<file path="config.mk">
export PLATFORM = sky130hd
export DESIGN_NAME = quadrature_detent_decoder
export DESIGN_NICKNAME = d
export VERILOG_FILES = /design/src/rtl/qdd_pkg.sv /design/src/rtl/qdd_decode.sv /design/src/rtl/qdd_counter.sv /design/src/rtl/quadrature_detent_decoder.sv
export SDC_FILE = /design/constraint.sdc
export NUM_CORES = 1
export LEC_CHECK = 0
export ABC_AREA = 1
export ABC_CLOCK_PERIOD_IN_PS = 4300
export BUFFER_PORTS_ARGS = -buffer_cell sky130_fd_sc_hd__buf_2
export CAP_MARGIN = 25
export CORE_MARGIN = 2
export CORE_UTILIZATION = 61
export CTS_BUF_LIST = sky130_fd_sc_hd__clkbuf_4
export CTS_CLUSTER_DIAMETER = 120
export DETAILED_ROUTE_END_ITERATION = 8
export PLACE_DENSITY = 0.82
export SLEW_MARGIN = 10
export SYNTH_ARGS = -nofsm -noshare
export SYNTH_HDL_FRONTEND = slang
export SYNTH_HIERARCHICAL = 1
export SYNTH_SLANG_ARGS = --single-unit
export TNS_END_PERCENT = 20
</file>
<file path="constraint.sdc">
create_clock -name clock -period 4.3 [get_ports clock]
set_input_delay 0.43 -clock clock [delete_from_list [all_inputs] [get_ports clock]]
set_output_delay 0.43 -clock clock [all_outputs]
set_load 0.02 [all_outputs]
</file>
<file path="src/rtl/qdd_pkg.sv">
`timescale 1ns / 1ps
// ----------------------------------------------------------------------------
// qdd_pkg
// shared types, constants and the phase table of the detent decoder
// ----------------------------------------------------------------------------
package qdd_pkg;

   // width of the signed detent total
   localparam int COUNT_WIDTH = 8;
   // result field widths
   localparam int STEP_COUNT_WIDTH = 8;
   localparam int LIMIT_WIDTH      = 7;
   // clamp arithmetic width, wide enough for total, limit and a carry
   localparam int CALC_WIDTH = ((COUNT_WIDTH > LIMIT_WIDTH) ? COUNT_WIDTH : LIMIT_WIDTH) + 2;

   // configuration register indexes
   localparam logic CSR_STEP_LIMIT = 1'b0;
   localparam logic CSR_INVERT     = 1'b1;

   localparam logic [LIMIT_WIDTH-1:0] STEP_LIMIT_RESET = LIMIT_WIDTH'(64);

   typedef enum logic [2:0] {
      PH_REST      = 3'd0,
      PH_CW_LAST   = 3'd1,
      PH_CW_FIRST  = 3'd2,
      PH_CW_MID    = 3'd3,
      PH_CCW_FIRST = 3'd4,
      PH_CCW_LAST  = 3'd5,
      PH_CCW_MID   = 3'd6
   } phase_type;

   typedef enum logic [1:0] {
      EV_NONE = 2'd0,
      EV_UP   = 2'd1,
      EV_DOWN = 2'd2
   } event_type;

   // one table entry: next phase plus the detent flags
   typedef struct packed {
      phase_type next_phase;
      logic      cw_done;
      logic      ccw_done;
   } entry_type;

   // detent report from the decoder to the counter
   typedef struct packed {
      logic step;   // a full detent cycle completed on this beat
      logic cw;     // direction of that detent, before inversion
   } detent_type;

   function automatic entry_type phase_lookup(input logic [2:0] phase,
                                              input logic [1:0] lines);
      entry_type e;
      e.cw_done  = 1'b0;
      e.ccw_done = 1'b0;
      e.next_phase = PH_REST;
      case (phase)
         PH_CW_LAST: begin
            case (lines)
               2'd0:    e.next_phase = PH_CW_MID;
               2'd1:    e.next_phase = PH_REST;
               2'd2:    e.next_phase = PH_CW_LAST;
               default: begin
                  e.next_phase = PH_REST;
                  e.cw_done    = 1'b1;
               end
            endcase
         end
         PH_CW_FIRST: begin
            case (lines)
               2'd0:    e.next_phase = PH_CW_MID;
               2'd1:    e.next_phase = PH_CW_FIRST;
               default: e.next_phase = PH_REST;
            endcase
         end
         PH_CW_MID: begin
            case (lines)
               2'd0:    e.next_phase = PH_CW_MID;
               2'd1:    e.next_phase = PH_CW_FIRST;
               2'd2:    e.next_phase = PH_CW_LAST;
               default: e.next_phase = PH_REST;
            endcase
         end
         PH_CCW_FIRST: begin
            case (lines)
               2'd0:    e.next_phase = PH_CCW_MID;
               2'd2:    e.next_phase = PH_CCW_FIRST;
               default: e.next_phase = PH_REST;
            endcase
         end
         PH_CCW_LAST: begin
            case (lines)
               2'd0:    e.next_phase = PH_CCW_MID;
               2'd1:    e.next_phase = PH_CCW_LAST;
               2'd2:    e.next_phase = PH_REST;
               default: begin
                  e.next_phase = PH_REST;
                  e.ccw_done   = 1'b1;
               end
            endcase
         end
         PH_CCW_MID: begin
            case (lines)
               2'd0:    e.next_phase = PH_CCW_MID;
               2'd1:    e.next_phase = PH_CCW_LAST;
               2'd2:    e.next_phase = PH_CCW_FIRST;
               default: e.next_phase = PH_REST;
            endcase
         end
         default: begin
            // rest row, also taken by the unused code
            case (lines)
               2'd1:    e.next_phase = PH_CW_FIRST;
               2'd2:    e.next_phase = PH_CCW_FIRST;
               default: e.next_phase = PH_REST;
            endcase
         end
      endcase
      return e;
   endfunction

endpackage

</file>
<file path="src/rtl/qdd_decode.sv">
`timescale 1ns / 1ps
// ----------------------------------------------------------------------------
// qdd_decode
// phase register and table step, flags completed detents
// ----------------------------------------------------------------------------
module qdd_decode (
   input  logic                clock,
   input  logic                reset,
   input  logic                advance,
   input  logic                line_a,
   input  logic                line_b,
   output qdd_pkg::detent_type detent
);

   qdd_pkg::phase_type phase_ff;
   qdd_pkg::phase_type phase_in;
   qdd_pkg::entry_type entry;

   assign entry = qdd_pkg::phase_lookup(phase_ff, {line_a, line_b});

   // next state
   always_comb begin
      phase_in = phase_ff;
      if (advance) begin
         phase_in = entry.next_phase;
      end
   end

   // outputs
   always_comb begin
      detent.step = advance & (entry.cw_done | entry.ccw_done);
      detent.cw   = entry.cw_done;
   end

   always_ff @(posedge clock) begin
      if (reset) begin
         phase_ff <= qdd_pkg::PH_REST;
      end else begin
         phase_ff <= phase_in;
      end
   end

endmodule

</file>
<file path="src/rtl/qdd_counter.sv">
`timescale 1ns / 1ps
// ----------------------------------------------------------------------------
// qdd_counter
// saturating signed detent total
// ----------------------------------------------------------------------------
module qdd_counter (
   input  logic                                 clock,
   input  logic                                 reset,
   input  qdd_pkg::detent_type                  detent,
   input  logic [qdd_pkg::LIMIT_WIDTH-1:0]      step_limit,
   input  logic                                 invert,
   output logic signed [qdd_pkg::COUNT_WIDTH-1:0] total_next,
   output qdd_pkg::event_type                   step_event
);

   localparam int CW = qdd_pkg::CALC_WIDTH;
   localparam logic signed [CW-1:0] CAP =
      CW'((64'd1 << (qdd_pkg::COUNT_WIDTH - 1)) - 64'd1);

   logic signed [qdd_pkg::COUNT_WIDTH-1:0] total_ff;
   logic signed [qdd_pkg::COUNT_WIDTH-1:0] total_in;
   logic signed [CW-1:0] sum;
   logic signed [CW-1:0] limit_raw;
   logic signed [CW-1:0] limit_eff;
   logic signed [CW-1:0] clamped;
   logic                 up;

   assign up = detent.cw ^ invert;

   always_comb begin
      sum       = CW'(total_ff) + (up ? CW'(1) : -CW'(1));
      limit_raw = signed'(CW'(step_limit));
      limit_eff = (limit_raw > CAP) ? CAP : limit_raw;
      clamped   = sum;
      if (sum > limit_eff) begin
         clamped = limit_eff;
      end else if (sum < -limit_eff) begin
         clamped = -limit_eff;
      end
   end

   always_comb begin
      total_in   = total_ff;
      step_event = qdd_pkg::EV_NONE;
      if (detent.step) begin
         total_in   = qdd_pkg::COUNT_WIDTH'(clamped);
         step_event = up ? qdd_pkg::EV_UP : qdd_pkg::EV_DOWN;
      end
   end

   assign total_next = total_in;

   always_ff @(posedge clock) begin
      if (reset) begin
         total_ff <= '0;
      end else begin
         total_ff <= total_in;
      end
   end

endmodule

</file>
<file path="src/rtl/quadrature_detent_decoder.sv">
`timescale 1ns / 1ps
// an accepted sample beat passes the sample register, then the result register, to rsp_
// throughput: one sample per cycle while rsp_stall is low; the phase table step and
// the saturating add of the total sit together between the sample and result registers
// reset: synchronous, clears the phase to rest, the total to zero, the limit
// to 64 and inversion to off; both stages come out empty
// ----------------------------------------------------------------------------
// quadrature_detent_decoder
// full-step rotary encoder decoder with a saturating signed detent count
// ----------------------------------------------------------------------------
module quadrature_detent_decoder (
   input  logic                                    clock,
   input  logic                                    reset,
   // sample channel
   input  logic                                    req_valid,
   output logic                                    req_stall,
   input  logic                                    req_clk_level,
   input  logic                                    req_dt_level,
   // result channel
   output logic                                    rsp_valid,
   input  logic                                    rsp_stall,
   output logic signed [qdd_pkg::STEP_COUNT_WIDTH-1:0] rsp_step_count,
   output logic [1:0]                              rsp_step_event,
   // register write port
   input  logic                                    csr_wr_en,
   input  logic                                    csr_index,
   input  logic [qdd_pkg::LIMIT_WIDTH-1:0]         csr_wr_data
);

   // configuration registers
   logic [qdd_pkg::LIMIT_WIDTH-1:0] step_limit_ff;
   logic                            invert_ff;

   // sample stage
   logic in_valid_ff;
   logic in_valid_in;
   logic line_a_ff;
   logic line_b_ff;

   // result stage
   logic                                          out_valid_ff;
   logic                                          out_valid_in;
   logic signed [qdd_pkg::STEP_COUNT_WIDTH-1:0]   count_ff;
   qdd_pkg::event_type                            event_ff;

   logic                                          out_free;
   logic                                          advance;
   logic                                          req_take;
   qdd_pkg::detent_type                           detent;
   logic signed [qdd_pkg::COUNT_WIDTH-1:0]        total_next;
   qdd_pkg::event_type                            step_event;

   // result slot is free when empty or being drained this cycle
   assign out_free  = ~out_valid_ff | ~rsp_stall;
   // the held sample moves into the result slot, state advances with it
   assign advance   = in_valid_ff & out_free;
   // sample slot takes a new beat when empty or emptying
   assign req_stall = in_valid_ff & ~out_free;
   assign req_take  = req_valid & ~req_stall;

   always_comb begin
      in_valid_in = in_valid_ff;
      if (req_take) begin
         in_valid_in = 1'b1;
      end else if (advance) begin
         in_valid_in = 1'b0;
      end
   end

   always_comb begin
      out_valid_in = out_valid_ff;
      if (advance) begin
         out_valid_in = 1'b1;
      end else if (~rsp_stall) begin
         out_valid_in = 1'b0;
      end
   end

   // control and configuration
   always_ff @(posedge clock) begin
      if (reset) begin
         in_valid_ff   <= 1'b0;
         out_valid_ff  <= 1'b0;
         step_limit_ff <= qdd_pkg::STEP_LIMIT_RESET;
         invert_ff     <= 1'b0;
      end else begin
         in_valid_ff  <= in_valid_in;
         out_valid_ff <= out_valid_in;
         if (csr_wr_en) begin
            case (csr_index)
               qdd_pkg::CSR_STEP_LIMIT: step_limit_ff <= csr_wr_data;
               qdd_pkg::CSR_INVERT:     invert_ff     <= csr_wr_data[0];
               default:                 invert_ff     <= invert_ff;
            endcase
         end
      end
   end

   // payload registers, no reset needed
   always_ff @(posedge clock) begin
      if (req_take) begin
         line_a_ff <= req_clk_level;
         line_b_ff <= req_dt_level;
      end
      if (advance) begin
         count_ff <= qdd_pkg::STEP_COUNT_WIDTH'(total_next);
         event_ff <= step_event;
      end
   end

   qdd_decode u_decode (
      .clock   (clock),
      .reset   (reset),
      .advance (advance),
      .line_a  (line_a_ff),
      .line_b  (line_b_ff),
      .detent  (detent)
   );

   qdd_counter u_counter (
      .clock      (clock),
      .reset      (reset),
      .detent     (detent),
      .step_limit (step_limit_ff),
      .invert     (invert_ff),
      .total_next (total_next),
      .step_event (step_event)
   );

   assign rsp_valid      = out_valid_ff;
   assign rsp_step_count = count_ff;
   assign rsp_step_event = event_ff;

endmodule
</file>
# Word level (Yosys, flattened, before mapping)
# Cells that the tools add are included.
# Widths: inputs -> output; s select.
# totals
register_bits	33
wordCells	60
input_bits	15
output_inout_bits	12
# classes
n_eq_ne	9
order_cmp	2
bitwise_logic	12
mux	20
n_reduce_logical	5
add_sub_neg	2
# ops
operator	count
$mux 8	3
$pmux 3 s2	3
$pmux 3 s6	1
$add 8x10->10	1
$gt 10x8->1	1
$lt 10x10->1	1
$mux 10	1
$neg 7->10	1
$eq 3x3->1 const B	3
$pmux 3 s3	1
$pmux 2 s2	2
$mux 1	7
$eq 3x2->1 const B	2
$pmux 2 s3	1
$not 1->1	5
$and 1x1->1	4
$reduce_and 2->1	2
$eq 3x1->1 const B	1
$reduce_or 3->1	1
$eq 2x1->1 const B	1
$eq 2x2->1 const B	1
$logic_not 2->1	1
$mux 2	1
$ne 2x1->1 const B	1
other kinds (3)	4

# Logic depth before layout (Yosys ltp)
# logic_depth
ltp_word	11
depth_mapped	32
mapped_depth_nobuf	30

# Modules after synthesis
# Netlist, hierarchy kept.
# modules_own_cells
module	cells_per_inst	area_each_um2	n_inst
qdd_counter	261	1560.2	1
quadrature_detent_decoder	74	790.8	1
qdd_decode	50	277.8	1

# Worst setup path before layout
# OpenSTA, ideal clock, no wires.
# synth_path
kind	flip-flop to flip-flop
start	register u_decode.phase_ff[0]
end	register count_ff, in the netlist rsp_step_count[6], data pin
t_arrival_ps	3294
synth_period_minus_slack_ps	3545
required_ps	4049
setup_slack_ps	755
path_stages_with_launch	32
path_cell_list	dfxtp_1 > inv_2 > nor2_1 > inv_1 > nor3_1 > buf_4 > nand2_1 > nand3_1 > nand2_1 > inv_1 > ha_1 > inv_1 > nand2_1 > nand3_1 > o21ai_2 > xor2_1 > inv_1 > ha_1 > nand4_1 > o21ai_0 > o21ai_0 > a21boi_0 > o21ai_2 > nand4_4 > nand2_2 > buf_6 > nand2_1 > o21ai_1 > nand2_1 > nand3_1 > nand2_1 > inv_1
# synth_rtl
element	line	rtl
start, declared	qdd_decode.sv:15	qdd_pkg::phase_type phase_ff;
start signal, assigned	qdd_decode.sv:37	phase_ff <= qdd_pkg::PH_REST;
start signal, assigned	qdd_decode.sv:39	phase_ff <= phase_in;
end signal, assigned	quadrature_detent_decoder.sv:106	count_ff <= qdd_pkg::STEP_COUNT_WIDTH'(total_next);
end, declared	quadrature_detent_decoder.sv:43	logic signed [qdd_pkg::STEP_COUNT_WIDTH-1:0] count_ff;

==> summary.txt <==
Timing
  – Setup_tns: 0 ns
  – Worst clock skew: 0.00640 ns
  – Final Slew Violations: 0
  – F_max: 260 MHz
  – RSZ-0062 raised after global routing: false
  – Minimum clock period: between 3 and 4 ns
  – Hold Fails Final Rpt: 0
  – Final Setup Violations: 0
  – Worst slew pin tran: 0.549 ns
  – Post-route clock period utilization: 89.3%
  – Slew HR: a little over three fifths

Layout
  – Layout area overhead: 9.33%
  – Final Cell Area: between 0.002 and 0.003 mm2
  – Final #Nets: 446
  – Final cell count without fillers: about 470
  – Commonest non-fill, non-tap cells in the layout: nand2_1, inv_1, nand3_1
  – Layout cell share with drive strength beyond 1: 20.7%
  – # diodes: 0
  – Commonest non-fill, non-tap cell in the layout: nand2_1

Power and ir drop
  – Peak supply drop: 0.170 mV
  – Comb pwr share: slightly below 30%
  – Total chip power: roughly 0.00075 W
  – Psw: 0.000252 W
  – Sequential power share: 45.9%
  – Internal: approximately 0.00050 W
  – Clk pwr share: 24.5%
  – Leak: between 1 and 1.5 nW
  – Switching part of the total: 33.4%
  – Pwr Density: 262 mW/mm2

Critical path
  – CP required: 4.40 ns
  – Worst R2R Start: u_decode/phase_ff[0]
  – Crit-path slowest cell: dfxtp_1
  – Critical path's largest stage delay: 0.43 ns
  – CP Capture Type: register
  – Critical path data arrival time: 3.94 ns
  – Worst setup startpoint: u_decode/phase_ff[0]
  – Largest fanout on the critical path: 12
  – Crit Path Class: reg2reg
  – Worst Setup Start Kind: register

Clock network
  – Clk buf depth: 2
  – H-tree Lvls: 2
  – Clock sinks: 33
  – Clock transition at the registers of the reported paths: 0.10 ns
  – Worst skew pair latency: 0.34 ns
  – # Post-CTS Setup Buffers: 0
  – Clock root cell: clkbuf_4
  – CTS tree: built
  – Number of buffers created by CTS: 5
  – CTS Hold Bufs: 0

Route
  – Drt first-iter violations: 146
  – DRC errors left: 0
  – Post-DR wirelength/cell: about 12 um
  – Vias/cell: between 5 and 6
  – Post-Route WL: 5710 um
  – Post-route ant nets: 0
  – Drt first pass iters: 5
  – Detailed-route via count: approximately 2500

Placement
  – Cell Area, Placed: 0.00279 mm2
  – I/O Buffers: 26
  – Detail Placement HPWL: 4490 um
  – RePlAce Congestion: between 0.9 and 1
  – Placed cells: 457

Hold path
  – Worst Hold Launch: req_clk_level
  – Hold WC Path Type: in2reg

Synth
  – Syn Inst Count: 385
  – Synth top area share: 16.0%
  – Post-Syn Nets: 416
  – Asr flop ratio synth: 0%
  – Synth Register Bits: 33
  – EDFF count, synth: 12
  – Mapped Area: 0.00263 mm2
  – Area contributors post-synth: dfxtp_1, edfxtp_1, nand2_1
  – Yosys Warn Count: 6
  – Seq/Total Area, Yosys: 29.7%
  – Distinct cells, synth: about 40
  – Avg Inst Size Synth: 6.83 um2
  – Primary FF master, synth: dfxtp_1
  – Post-synth top area cell: dfxtp_1

Global routing
  – Initial antenna violation count: 0
  – GRT Total Usage: 25.1%
  – GR Overflow Total: 0
  – Via count of the first global-routing pass: 2318
  – Largest net degree at the start of global routing: 16
  – First-pass GRT wire length: around 10000 um

Floorplan
  – Starting Density: 64.3%
  – Num ports: 27
  – Core area: a little over 0.004 mm2
  – Die height: between 60 and 70 um
  – Die Wd: approximately 70 um
  – Site Rows: 23
  – DIE AREA: 0.00485 mm2

Outcome
  – Status: finished, final reports clean

Job
  – Total of max-cap violations: 0
[final cells by class]
class / instances / area, um2
flip-flops and latches: 33 / 781
repair buffers: 28 / 145
multi-input cells: 274 / 1550
clock buffers: 8 / 60.1
fillers: 353 / 1210
inverters: 73 / 275
well taps: 50 / 62.6
[state kept, by name, indices dropped and copies added, names as in the netlist, 2 cells and up]
name	cells
u_decode/phase_ff	3
rsp_step_event	2
rsp_step_count	8
u_counter/total_ff	8
step_limit_ff	7
[per-layer routing]
metal  GRT usage, %  part of all wire [%]  vias to the layer above
met1           33.0                    48                     1103
met5              0                     0                        -
li1               -                     -                     1287
met4           8.97                   1.7                        0
met2           41.0                    45                       65
met3           5.09                   4.7                       12
[synthesized netlist by cell type (3+ instances only)]
cell type   n
nand2_2    14
o21ai_2     3
xor2_1      4
edfxtp_1   12
o21ai_1     5
nor3_1      3
nand2_1    95
nand4_1     3
inv_1      60
inv_2      11
nand3_1    48
dfxtp_1    21
nor2_1     31
o21ai_0     6
ha_1       16
nand3_2     5
a21oi_1    14
nor2_2      3
xnor2_1     3
nand2_4     3
[path summary, 6_finish.rpt]
check	end	slack, ns	cells after the start
setup / recovery	rsp_step_count[4]	0.46	29
hold / removal	line_a_ff	0.26	1
hold reg to reg	rsp_valid	0.48	2
setup reg to reg	rsp_step_count[4]	0.46	29
[per-stage QoR]
step | worst slack [ns] | hold WS [ns] | util [%]
after floorplan | 0.755 | 0.445 | -
after global placement | 0.321 | 0.463 | 68.3
after detailed placement | 0.222 | 0.473 | 68.3
after CTS | 0.185 | 0.252 | 69.7
after global routing | 0.00834 | 0.252 | 70.3
final | 0.459 | 0.263 | 70.3
[power by group through the flow]
stage	combinational [W]	sequential [W]	clock [W]
2_1_floorplan	0.000175	0.000355	0
3_3_place_gp	0.000214	0.000353	0
3_5_place_dp	0.000219	0.000353	0
4_1_cts	0.000220	0.000346	0.000188
5_1_grt	0.000258	0.000348	0.000202
6_report	0.000224	0.000346	0.000185
[what timing repair did]
action / in CTS / in global routing
endpoints found under the setup margin: 0 / 16
resized for setup: 0 / 3
endpoints found under the hold margin: 0 / 0
[critical path: cells and delay by family (launching register included)]
kind,cells,cell delay [ns]
flip-flops,1,0.43
buffers and inverters,7,0.48
AND/OR/NAND/NOR,14,1.48
AO/OA/AOI/OAI,5,0.50
XOR/XNOR,1,0.26
adder cells (fa/ha/maj),2,0.45
[cells by family after synthesis]
group / Yosys count / share of synthesized area (%)
simple gates: 212 / 38.9
xor+xnor: 8 / 2.95
compound gates: 38 / 8.90
fa+ha+maj: 16 / 7.62
buf+inv: 78 / 11.9
flops: 33 / 29.7
Note: power is estimated with default switching activity, not from simulation.
